## src/hdl/sip_pkg.sv

```systemverilog
// Package for the speed interval propagator.
// Holds shared types, register indexes, status codes and reset values; no dependencies.
package sip_pkg;

   localparam int unsigned RegWidth = 24;
   localparam int unsigned NumRegs = 5;
   localparam int unsigned AddrWidth = 5;
   localparam int unsigned QueueDepth = 2;

   localparam logic [2:0] REG_VMAX = 3'd0;
   localparam logic [2:0] REG_WMAX = 3'd1;
   localparam logic [2:0] REG_ALAT = 3'd2;
   localparam logic [2:0] REG_ATAN = 3'd3;
   localparam logic [2:0] REG_AANG = 3'd4;

   localparam logic [23:0] VMAX_RESET = 24'd131072;
   localparam logic [23:0] WMAX_RESET = 24'd196608;
   localparam logic [23:0] ALAT_RESET = 24'd131072;
   localparam logic [23:0] ATAN_RESET = 24'd131072;
   localparam logic [23:0] AANG_RESET = 24'd262144;

   localparam logic [1:0] STATUS_OK = 2'd0;
   localparam logic [1:0] STATUS_FAIL = 2'd1;
   localparam logic [1:0] STATUS_DEAD = 2'd2;

   typedef struct packed {
      logic        route_start;
      logic [31:0] initial_min;
      logic [31:0] initial_max;
      logic [31:0] edge_length;
      logic [31:0] abs_curv;
      logic [31:0] endpoint_min;
      logic [31:0] endpoint_max;
      logic        stop_at_end;
      logic        bad_input;
   } edge_type;

   typedef struct packed {
      logic [23:0] vmax;
      logic [23:0] wmax;
      logic [23:0] alat;
      logic [23:0] atan;
      logic [23:0] aang;
   } cfg_type;

endpackage

```

## src/hdl/sip_front.sv

```systemverilog
// Front end: takes input transfers, forms |k| and input checks, and queues edges.
// Depends on sip_pkg.
module sip_front (
   input  logic                  clock,
   input  logic                  reset,
   input  logic                  req_push,
   output logic                  req_full,
   input  logic                  route_start,
   input  logic [31:0]           initial_min,
   input  logic [31:0]           initial_max,
   input  logic [31:0]           edge_length,
   input  logic signed [31:0]    edge_curvature,
   input  logic [31:0]           endpoint_min,
   input  logic [31:0]           endpoint_max,
   input  logic                  stop_at_end,
   output logic                  edge_valid,
   output sip_pkg::edge_type     edge_out,
   input  logic                  edge_take
);
   sip_pkg::edge_type q_ff [sip_pkg::QueueDepth];
   logic wp_ff, wp_in, rp_ff, rp_in;
   logic [1:0] cnt_ff, cnt_in;
   sip_pkg::edge_type item;
   logic do_push, do_pop;

   always_comb begin
      item.route_start = route_start;
      item.initial_min = initial_min;
      item.initial_max = initial_max;
      item.edge_length = edge_length;
      item.abs_curv = edge_curvature[31] ? (~edge_curvature + 32'd1) : edge_curvature;
      item.endpoint_min = endpoint_min;
      item.endpoint_max = endpoint_max;
      item.stop_at_end = stop_at_end;
      item.bad_input = (route_start && (initial_min > initial_max))
                       || (endpoint_min > endpoint_max) || (edge_length == 32'd0);
   end

   assign req_full = (cnt_ff == 2'd2);
   assign edge_valid = (cnt_ff != 2'd0);
   assign edge_out = q_ff[rp_ff];
   assign do_push = req_push && !req_full;
   assign do_pop = edge_take && edge_valid;
   assign wp_in = do_push ? ~wp_ff : wp_ff;
   assign rp_in = do_pop ? ~rp_ff : rp_ff;
   assign cnt_in = cnt_ff + {1'b0, do_push} - {1'b0, do_pop};

   always_ff @(posedge clock) begin
      if (reset) begin
         wp_ff <= 1'b0;
         rp_ff <= 1'b0;
         cnt_ff <= 2'd0;
      end else begin
         wp_ff <= wp_in;
         rp_ff <= rp_in;
         cnt_ff <= cnt_in;
      end
      if (do_push) begin
         q_ff[wp_ff] <= item;
      end
   end
endmodule

```

## src/hdl/sip_divider.sv

```systemverilog
// Radix-2 restoring divider of a 48-bit dividend by a 32-bit divisor, one bit a cycle.
// Depends on nothing.
module sip_divider (
   input  logic        clock,
   input  logic        reset,
   input  logic        start,
   input  logic [47:0] dividend,
   input  logic [31:0] divisor,
   output logic        done,
   output logic [47:0] quotient
);
   logic [47:0] q_ff, q_in;
   logic [32:0] r_ff, r_in;
   logic [5:0]  n_ff, n_in;
   logic        busy_ff, busy_in;
   logic [32:0] trial;

   assign trial = {r_ff[31:0], q_ff[47]} - {1'b0, divisor};
   assign done = busy_ff && (n_ff == 6'd1);
   assign quotient = {q_ff[46:0], ~trial[32]};

   always_comb begin
      q_in = q_ff;
      r_in = r_ff;
      n_in = n_ff;
      busy_in = busy_ff;
      if (start) begin
         q_in = dividend;
         r_in = 33'd0;
         n_in = 6'd48;
         busy_in = 1'b1;
      end else if (busy_ff) begin
         if (!trial[32]) begin
            r_in = trial;
            q_in = {q_ff[46:0], 1'b1};
         end else begin
            r_in = {r_ff[31:0], q_ff[47]};
            q_in = {q_ff[46:0], 1'b0};
         end
         n_in = n_ff - 6'd1;
         if (n_ff == 6'd1) begin
            busy_in = 1'b0;
         end
      end
   end

   always_ff @(posedge clock) begin
      if (reset) begin
         busy_ff <= 1'b0;
         n_ff <= 6'd0;
      end else begin
         busy_ff <= busy_in;
         n_ff <= n_in;
      end
      q_ff <= q_in;
      r_ff <= r_in;
   end
endmodule

```

## src/hdl/sip_back.sv

```systemverilog
// Back end: sequencer of up to three divisions on one divider, caps and interval update.
// Depends on sip_pkg and sip_divider.
module sip_back (
   input  logic              clock,
   input  logic              reset,
   input  logic              edge_valid,
   input  sip_pkg::edge_type edge_in,
   output logic              edge_take,
   input  sip_pkg::cfg_type  cfg,
   output logic              out_valid,
   output logic [31:0]       reach_min,
   output logic [31:0]       reach_max,
   output logic [1:0]        status,
   input  logic              out_take
);
   typedef enum logic [9:0] {
      S_IDLE = 10'b0000000001,
      S_VSQ  = 10'b0000000010,
      S_DW   = 10'b0000000100,
      S_QSQ  = 10'b0000001000,
      S_DL   = 10'b0000010000,
      S_DA   = 10'b0000100000,
      S_CHK  = 10'b0001000000,
      S_MUL  = 10'b0010000000,
      S_FIN  = 10'b0100000000,
      S_OUT  = 10'b1000000000
   } state_type;

   state_type st_ff, st_in;
   sip_pkg::edge_type e_ff;
   logic [31:0] cur_min_ff, cur_max_ff, imin_ff, imax_ff, cap_ff, acc_ff;
   logic [47:0] q_ff;
   logic [63:0] prod_ff;
   logic        dead_ff;
   logic [31:0] rmin_ff, rmax_ff;
   logic [1:0]  stat_ff;
   logic        div_start, div_done;
   logic [47:0] div_num, div_q;
   logic [31:0] mul_a, mul_b;
   logic [63:0] mul_p;
   logic [31:0] amax, delta, lo, hi, rmin, rmax, elo;
   logic [32:0] sum;
   logic        skip_dead, skip_fail;

   sip_divider u_div (
      .clock(clock), .reset(reset), .start(div_start), .dividend(div_num),
      .divisor(e_ff.abs_curv), .done(div_done), .quotient(div_q)
   );

   assign mul_p = mul_a * mul_b;
   assign amax = (imax_ff < cap_ff) ? imax_ff : cap_ff;
   assign delta = (prod_ff[63:48] != 16'd0) ? 32'hFFFFFFFF : prod_ff[47:16];
   assign rmin = (imin_ff > delta) ? imin_ff - delta : 32'd0;
   assign sum = {1'b0, amax} + {1'b0, delta};
   assign rmax = (sum > {1'b0, cap_ff}) ? cap_ff : sum[31:0];
   assign skip_dead = dead_ff && !e_ff.route_start;
   assign skip_fail = e_ff.bad_input || (imin_ff > amax);
   assign edge_take = (st_ff == S_IDLE);
   assign out_valid = (st_ff == S_OUT);
   assign reach_min = rmin_ff;
   assign reach_max = rmax_ff;
   assign status = stat_ff;

   always_comb begin
      mul_a = 32'd0;
      mul_b = 32'd0;
      div_num = 48'd0;
      div_start = 1'b0;
      st_in = st_ff;
      elo = e_ff.stop_at_end ? 32'd0
            : ((e_ff.endpoint_min == 32'd0) ? 32'd1 : e_ff.endpoint_min);
      lo = ((rmin < cap_ff) ? rmin : cap_ff);
      lo = (lo > elo) ? lo : elo;
      hi = (e_ff.endpoint_max < cap_ff) ? e_ff.endpoint_max : cap_ff;
      hi = (rmax < hi) ? rmax : hi;
      case (st_ff)
         S_IDLE: if (edge_valid) st_in = S_VSQ;
         S_VSQ: begin
            mul_a = {8'd0, cfg.vmax};
            mul_b = {8'd0, cfg.vmax};
            if (e_ff.abs_curv == 32'd0) begin
               st_in = S_CHK;
            end else begin
               div_num = {cfg.wmax, 24'd0};
               div_start = 1'b1;
               st_in = S_DW;
            end
         end
         S_DW: if (div_done) st_in = S_QSQ;
         S_QSQ: begin
            mul_a = q_ff[31:0];
            mul_b = q_ff[31:0];
            div_num = {cfg.alat, 24'd0};
            div_start = 1'b1;
            st_in = S_DL;
         end
         S_DL: if (div_done) begin
            div_num = {cfg.aang, 24'd0};
            div_start = 1'b1;
            st_in = S_DA;
         end
         S_DA: if (div_done) st_in = S_CHK;
         S_CHK: st_in = (skip_dead || skip_fail) ? S_OUT : S_MUL;
         S_MUL: begin
            mul_a = acc_ff;
            mul_b = e_ff.edge_length;
            st_in = S_FIN;
         end
         S_FIN: st_in = S_OUT;
         S_OUT: if (out_take) st_in = S_IDLE;
         default: st_in = S_IDLE;
      endcase
   end

   always_ff @(posedge clock) begin
      if (reset) begin
         st_ff <= S_IDLE;
         cur_min_ff <= 32'd0;
         cur_max_ff <= 32'd0;
         dead_ff <= 1'b0;
      end else begin
         st_ff <= st_in;
         case (st_ff)
            S_IDLE: if (edge_valid) begin
               e_ff <= edge_in;
               imin_ff <= edge_in.route_start ? edge_in.initial_min : cur_min_ff;
               imax_ff <= edge_in.route_start ? edge_in.initial_max : cur_max_ff;
               acc_ff <= {8'd0, cfg.atan};
               if (edge_in.route_start) dead_ff <= 1'b0;
            end
            S_VSQ: cap_ff <= mul_p[47:16];
            S_DW: if (div_done) q_ff <= div_q;
            S_QSQ: begin
               if (q_ff[47:32] != 16'd0 || mul_p[63:48] != 16'd0) begin
                  q_ff <= 48'hFFFFFFFF;
               end else begin
                  q_ff <= {16'd0, mul_p[47:16]};
               end
            end
            S_DL: if (div_done) begin
               if (q_ff[31:0] < cap_ff) cap_ff <= q_ff[31:0];
               q_ff <= div_q;
            end
            S_DA: if (div_done) begin
               if (q_ff[47:32] == 16'd0 && q_ff[31:0] < cap_ff) cap_ff <= q_ff[31:0];
               if (div_q[47:24] == 24'd0 && div_q[23:0] < acc_ff[23:0]) begin
                  acc_ff <= {8'd0, div_q[23:0]};
               end
            end
            S_CHK: begin
               if (skip_dead) begin
                  stat_ff <= sip_pkg::STATUS_DEAD;
               end else if (skip_fail) begin
                  stat_ff <= sip_pkg::STATUS_FAIL;
               end else begin
                  stat_ff <= sip_pkg::STATUS_OK;
               end
               rmin_ff <= 32'd0;
               rmax_ff <= 32'd0;
            end
            S_MUL: prod_ff <= {mul_p[62:0], 1'b0};
            S_FIN: begin
               if (mul_p[63] || lo > hi || (e_ff.stop_at_end && lo != 32'd0)) begin
                  stat_ff <= sip_pkg::STATUS_FAIL;
               end else begin
                  rmin_ff <= lo;
                  rmax_ff <= e_ff.stop_at_end ? 32'd0 : hi;
                  cur_min_ff <= lo;
                  cur_max_ff <= e_ff.stop_at_end ? 32'd0 : hi;
               end
            end
            S_OUT: if (stat_ff == sip_pkg::STATUS_FAIL) dead_ff <= 1'b1;
            default: ;
         endcase
      end
   end
endmodule

```

## src/hdl/speed_interval_propagator_unit.sv

```systemverilog
// Top level of the speed interval propagator.
// Depends on sip_pkg, sip_front and sip_back.
//
// Edges enter on the req_ queue port (push/full) and one result per edge leaves on the
// rsp_ queue port (empty/pop), in order. Limits are set through the APB port; the user
// must set them only while the block is idle, as the block does not enforce this.
// Reads return the register values. A two-entry queue separates the front end from the
// back end, so further edges can be taken while the back end works. The back end
// handles one edge at a time. A straight edge skips the divider; a curved edge runs
// three divisions by |k| on one shared bit-serial divider. An edge that fails an input
// check skips the multiply and the interval update. The back end takes the next edge
// only once the last result is popped. A result is held until popped; while it waits,
// the back end stalls and the front queue fills, after which full is raised.
// Reset clears the queue, the interval to [0, 0], the failure flag, and restores
// the default limits.
module speed_interval_propagator_unit (
   input  logic                clock,
   input  logic                reset,
   input  logic                push,
   output logic                full,
   input  logic                req_route_start,
   input  logic [31:0]         req_initial_min,
   input  logic [31:0]         req_initial_max,
   input  logic [31:0]         req_edge_length,
   input  logic signed [31:0]  req_edge_curvature,
   input  logic [31:0]         req_endpoint_min,
   input  logic [31:0]         req_endpoint_max,
   input  logic                req_stop_at_end,
   output logic                empty,
   input  logic                pop,
   output logic [31:0]         rsp_reach_min,
   output logic [31:0]         rsp_reach_max,
   output logic [1:0]          rsp_status,
   input  logic                psel,
   input  logic                penable,
   input  logic                pwrite,
   input  logic [4:0]          paddr,
   input  logic [31:0]         pwdata,
   output logic [31:0]         prdata,
   output logic                pready
);
   sip_pkg::cfg_type  cfg_ff;
   sip_pkg::edge_type edge_q;
   logic edge_valid, edge_take, out_valid;
   logic [2:0] idx;

   assign pready = 1'b1;
   assign idx = paddr[4:2];

   always_ff @(posedge clock) begin
      if (reset) begin
         cfg_ff.vmax <= sip_pkg::VMAX_RESET;
         cfg_ff.wmax <= sip_pkg::WMAX_RESET;
         cfg_ff.alat <= sip_pkg::ALAT_RESET;
         cfg_ff.atan <= sip_pkg::ATAN_RESET;
         cfg_ff.aang <= sip_pkg::AANG_RESET;
      end else if (psel && penable && pwrite && pready) begin
         case (idx)
            sip_pkg::REG_VMAX: cfg_ff.vmax <= pwdata[23:0];
            sip_pkg::REG_WMAX: cfg_ff.wmax <= pwdata[23:0];
            sip_pkg::REG_ALAT: cfg_ff.alat <= pwdata[23:0];
            sip_pkg::REG_ATAN: cfg_ff.atan <= pwdata[23:0];
            sip_pkg::REG_AANG: cfg_ff.aang <= pwdata[23:0];
            default: ;
         endcase
      end
   end

   always_comb begin
      case (idx)
         sip_pkg::REG_VMAX: prdata = {8'd0, cfg_ff.vmax};
         sip_pkg::REG_WMAX: prdata = {8'd0, cfg_ff.wmax};
         sip_pkg::REG_ALAT: prdata = {8'd0, cfg_ff.alat};
         sip_pkg::REG_ATAN: prdata = {8'd0, cfg_ff.atan};
         sip_pkg::REG_AANG: prdata = {8'd0, cfg_ff.aang};
         default: prdata = 32'd0;
      endcase
   end

   sip_front u_front (
      .clock(clock), .reset(reset), .req_push(push), .req_full(full),
      .route_start(req_route_start), .initial_min(req_initial_min),
      .initial_max(req_initial_max), .edge_length(req_edge_length),
      .edge_curvature(req_edge_curvature), .endpoint_min(req_endpoint_min),
      .endpoint_max(req_endpoint_max), .stop_at_end(req_stop_at_end),
      .edge_valid(edge_valid), .edge_out(edge_q), .edge_take(edge_take)
   );

   sip_back u_back (
      .clock(clock), .reset(reset), .edge_valid(edge_valid), .edge_in(edge_q),
      .edge_take(edge_take), .cfg(cfg_ff), .out_valid(out_valid),
      .reach_min(rsp_reach_min), .reach_max(rsp_reach_max), .status(rsp_status),
      .out_take(pop)
   );

   assign empty = !out_valid;
endmodule

```

## config.mk

```make
export PLATFORM = sky130hd
export DESIGN_NAME = speed_interval_propagator_unit
export DESIGN_NICKNAME = d
export VERILOG_FILES = /design/src/hdl/sip_pkg.sv /design/src/hdl/sip_front.sv /design/src/hdl/sip_divider.sv /design/src/hdl/sip_back.sv /design/src/hdl/speed_interval_propagator_unit.sv
export SDC_FILE = /design/constraint.sdc
export NUM_CORES = 2
export LEC_CHECK = 0
export BUFFER_PORTS_ARGS = -buffer_cell sky130_fd_sc_hd__buf_2
export CORE_MARGIN = 5
export CORE_UTILIZATION = 25
export DETAILED_ROUTE_END_ITERATION = 12
export RECOVER_POWER = 25
export SLEW_MARGIN = 15
export SYNTH_ARGS = -nofsm -noshare
export SYNTH_HDL_FRONTEND = slang
export SYNTH_SLANG_ARGS = --single-unit
```

## constraint.sdc

```tcl
create_clock -name clock -period 27.6 [get_ports clock]
set_input_delay 5.52 -clock clock [delete_from_list [all_inputs] [get_ports clock]]
set_output_delay 5.52 -clock clock [all_outputs]
set_load 0.02 [all_outputs]
```

==> summary.log <==
qor: floorplanning.die_h 616.2 um
qor: placed_design.placement.cell_area 99120 um2
qor: floorplanning.io_pins 339
qor: yosys.postSynthCellCount 9303
qor: clock_tree.cts-resized-gates 0
qor: yosys.synth-compound-area-share 0.1071
qor: final_layout.regArea 30340 um2
qor: final_layout.final_net_count 11300
qor: final_layout.drive_above_1_share 0.09331
qor: run.max_cap_violations 10
qor: clock_tree.h_tree_levels 3
qor: yosys.syn-cell-area 91860 um2
qor: floorplanning.number_of_core_rows 222
qor: sta.slew_viol_final 526
qor: clock_tree.clock_edge_transition_at_the_registers_on_the_reported_setup_and_hold_paths 60 ps
qor: sta.final_critical_path_setup_slack 10850 ps
qor: yosys.yosysTopAreaCell sky130_fd_sc_hd__edfxtp_1
qor: hold_path.hold_path.class reg -> reg
qor: setup_path.critPathCaptureType flop
qor: final_layout.multi_input_area 55080 um2
qor: yosys.synthFlopType sky130_fd_sc_hd__edfxtp_1
qor: global_routing.antenna_found_initial 64
qor: routing.remaining_design_rule_violation_count 0
qor: setup_path.timing_worst_setup_path_type reg -> reg
qor: clock_tree.clock_insertion_delay_worst_skew 810 ps
qor: sta.setup_tns 0 ps
qor: yosys.main_combinational_cell_family_by_area_after_synthesis adder cells
qor: final_layout.n_fill_cell 38250
qor: yosys.synth.area.mux_share 0.04948
qor: routing.vias_per_std_cell 4.847
qor: final_layout.area_growth_syn_to_layout 11.91%
qor: routing.remaining_antenna_violation_count_after_routing 0
qor: sta.finalSetupViolations 0
qor: floorplanning.floorplan.initialDensity 0.2511
qor: floorplanning.horiz_die_dim 616.2 um
qor: yosys.synthDistinctLibCells 88
qor: sta.timing_hold_violations_final 0
qor: setup_path.crit_arrival 17450 ps
qor: run_status.run_status complete, but fails checks
qor: power.total_leakage_power 42.60 nW
qor: placed_design.numPortBuffers 319
qor: final_layout.final_cell_mix sky130_fd_sc_hd__nand2_1, sky130_fd_sc_hd__inv_1, sky130_fd_sc_hd__fa_1
qor: routing.drt-pass1-iter-count 7
qor: yosys.yosys.area_share.xor_xnor 0.01526
qor: sta.timing.clock.skew 129.7 ps
qor: sta.finalHoldWorstSlack 470.0 ps
qor: final_layout.final_common_cell sky130_fd_sc_hd__nand2_1
qor: clock_tree.ctsLongestPathBuffers 3
qor: setup_path.max_stage_delay 970 ps
qor: yosys.synth.ff_latch_count 1090
qor: yosys.synth_enable_flop_cells 851
qor: final_layout.final_cells 14380
qor: setup_path.worst_ep_required_time 28290 ps
qor: routing.route.vias.total 69690
qor: yosys.synth_area_leaders sky130_fd_sc_hd__edfxtp_1, sky130_fd_sc_hd__fa_1, sky130_fd_sc_hd__ha_1, sky130_fd_sc_hd__nand2_1, sky130_fd_sc_hd__inv_1
qor: clock_tree.numCtsBuffers 112
qor: floorplanning.core-area 365800 um2
qor: setup_path.worst-path-max-fanout 57
qor: yosys.synth_simple_gate_area_frac 0.1294
qor: placed_design.routability_congestion_estimate 0.9503
qor: power.ir_drop 79.79 uV
qor: yosys.ys_seq_area_frac 0.3303
qor: run_status.violations capacitance limit, slew limit
qor: setup_path.critical_path.startpoint_type flop
qor: clock_tree.clock_tree_from_tritoncts yes
qor: sta.final.min_clock_period 16750 ps
qor: yosys.synthAdderAreaFrac 0.2953
qor: yosys.yosysTopAreaCellShare 0.2782
qor: global_routing.via_count_of_the_first_global_routing_pass 67920
qor: clock_tree.postCtsSetupRepairBufs 0
qor: placed_design.pre_cts_slack 11550 ps
qor: power.power.density 60.29 nW/um2
qor: yosys.postSynthAreaPerCell 9.874 um2
qor: placed_design.place_inst 14130
qor: routing.drt_wl_total 314800 um
qor: global_routing.grt.total_usage 0.1603
qor: final_layout.final_design_area_no_fill 102800 um2
qor: sta.layout_worst_path_cycle_share 0.6070
qor: global_routing.grt_start_max_net_pins 133
qor: clock_tree.tritoncts_num_sinks 1090
qor: sta.maxSlewHeadroom -4.096
qor: placed_design.place.detailed.hpwl 249500 um
qor: floorplanning.die_area 379700 um2
qor: global_routing.grt-ovfl-total 0
qor: clock_tree.root_buffer sky130_fd_sc_hd__clkbuf_16
qor: yosys.async_reset_ff_frac 0
qor: routing.drt-wirelength-per-cell 21.89 um
qor: sta.clock.fmax 59.69 MHz
qor: yosys.ys.warnings.count 0
qor: clock_tree.cts-hold-fix-buffers 0
qor: setup_path.worst_path_max_delay_cell sky130_fd_sc_hd__nor4bb_1
qor: sta.worst_slew_pin_slew 7645 ps
qor: setup_path.timing.critical_path.mode_cell sky130_fd_sc_hd__a21o_1
qor: global_routing.grt_pass1_wl 458400 um
qor: sta.rsz0062_at_grt false
qor: routing.detailedRoute.firstIterationViolations 6380
-- flip-flops by register name, summed over array words and instances (netlist names), 2 cells and up, named ones only --
signal             cells
u_front.cnt_ff         2
u_back.cur_max_ff     32
u_back.st_ff          10
u_back.cur_min_ff     32
u_back.q_ff           48
u_back.reach_max      32
u_back.reach_min      32
u_back.prod_ff        48
u_back.status          2
u_back.e_ff          131
u_back.acc_ff         24
u_back.u_div.r_ff     32
cfg_ff               120
u_front.q_ff         390
u_back.u_div.q_ff     48
u_back.cap_ff         32
u_back.u_div.n_ff      6
u_back.imin_ff        32
u_back.imax_ff        32
-- final cells by class --
type                    count  share of cell area
flip-flops and latches   1090              0.2951
repair buffers            468             0.02523
inverters                1310             0.04783
diodes                     36           0.0008763
multi-input cells        6448              0.5357
clock buffers             156             0.03016
clock inverters            55            0.006414
well taps                4816             0.05862
-- power breakdown --
| group | total [mW] | internal [mW] | leakage (nW) | switching, mW |
|---|---|---|---|---|
| clock network | 1.55 | 0.861 | 1.82 | 0.694 |
| logic | 2.44 | 0.923 | 30.8 | 1.51 |
| registers | 2.21 | 2.04 | 9.96 | 0.169 |
-- per-layer routing --
| metal | share of wire | GRT usage | vias up |
|---|---|---|---|
| met5 | 0.00049 | 0 | - |
| met4 | 0.070 | 0.08844 | 22 |
| met3 | 0.069 | 0.02405 | 627 |
| met2 | 0.47 | 0.2696 | 2668 |
| met1 | 0.39 | 0.1970 | 34770 |
| li1 | - | - | 31600 |
-- path summary, 6_finish.rpt --
path | from | to | slack [ps] | cells past startpoint
max reg2reg | u_back.cap_ff[1] | u_back.cur_min_ff[1] | 10850 | 63
max | u_back.cap_ff[1] | u_back.cur_min_ff[1] | 10850 | 63
min reg2reg | u_back.cur_min_ff[10] | u_back.cur_min_ff[10] | 470 | 2
min | u_back.cur_min_ff[10] | u_back.cur_min_ff[10] | 470 | 2
-- critical path: cells and delay by family, from the launching register on --
family / cells / cell delay [ps]
adder cells (fa/ha/maj): 6 / 1810
multiplexers: 2 / 780
buffers and inverters: 8 / 3030
XOR/XNOR: 1 / 130
AND/OR/NAND/NOR: 11 / 2660
flip-flops: 1 / 520
AO/OA/AOI/OAI: 35 / 7530
-- stage by stage --
step / total power, mW / utilization
floorplan: 3.888 / -
global placement: 4.589 / 0.2710
detailed placement: 4.609 / 0.2710
CTS: 6.180 / 0.2812
global route: 6.556 / 0.2810
finish: 6.198 / 0.2810
-- cell usage after synthesis (79+ instances only) --
cell type                  number
sky130_fd_sc_hd__a21o_1       191
sky130_fd_sc_hd__a21oi_1      508
sky130_fd_sc_hd__and2_1        79
sky130_fd_sc_hd__clkbuf_1     405
sky130_fd_sc_hd__dfxtp_1      239
sky130_fd_sc_hd__edfxtp_1     851
sky130_fd_sc_hd__fa_1         898
sky130_fd_sc_hd__ha_1         731
sky130_fd_sc_hd__inv_1       1301
sky130_fd_sc_hd__mux2_2       255
sky130_fd_sc_hd__mux2i_1      165
sky130_fd_sc_hd__nand2_1     1429
sky130_fd_sc_hd__nand3_1      125
sky130_fd_sc_hd__nand4_1      112
sky130_fd_sc_hd__nor2_1       495
sky130_fd_sc_hd__nor2b_1       84
sky130_fd_sc_hd__nor3_1        81
sky130_fd_sc_hd__o21ai_0      312
sky130_fd_sc_hd__xnor2_1      113
-- logic make-up after synthesis --
logic type	count (synthesis)
buffers and inverters	1772
other	2
flip-flops	1090
multiplexers	421
adder cells (fa/ha/maj)	1629
AND/OR/NAND/NOR	2685
AO/OA/AOI/OAI	1544
XOR/XNOR	160
No activity file was read; power rests on OpenSTA's default activity.
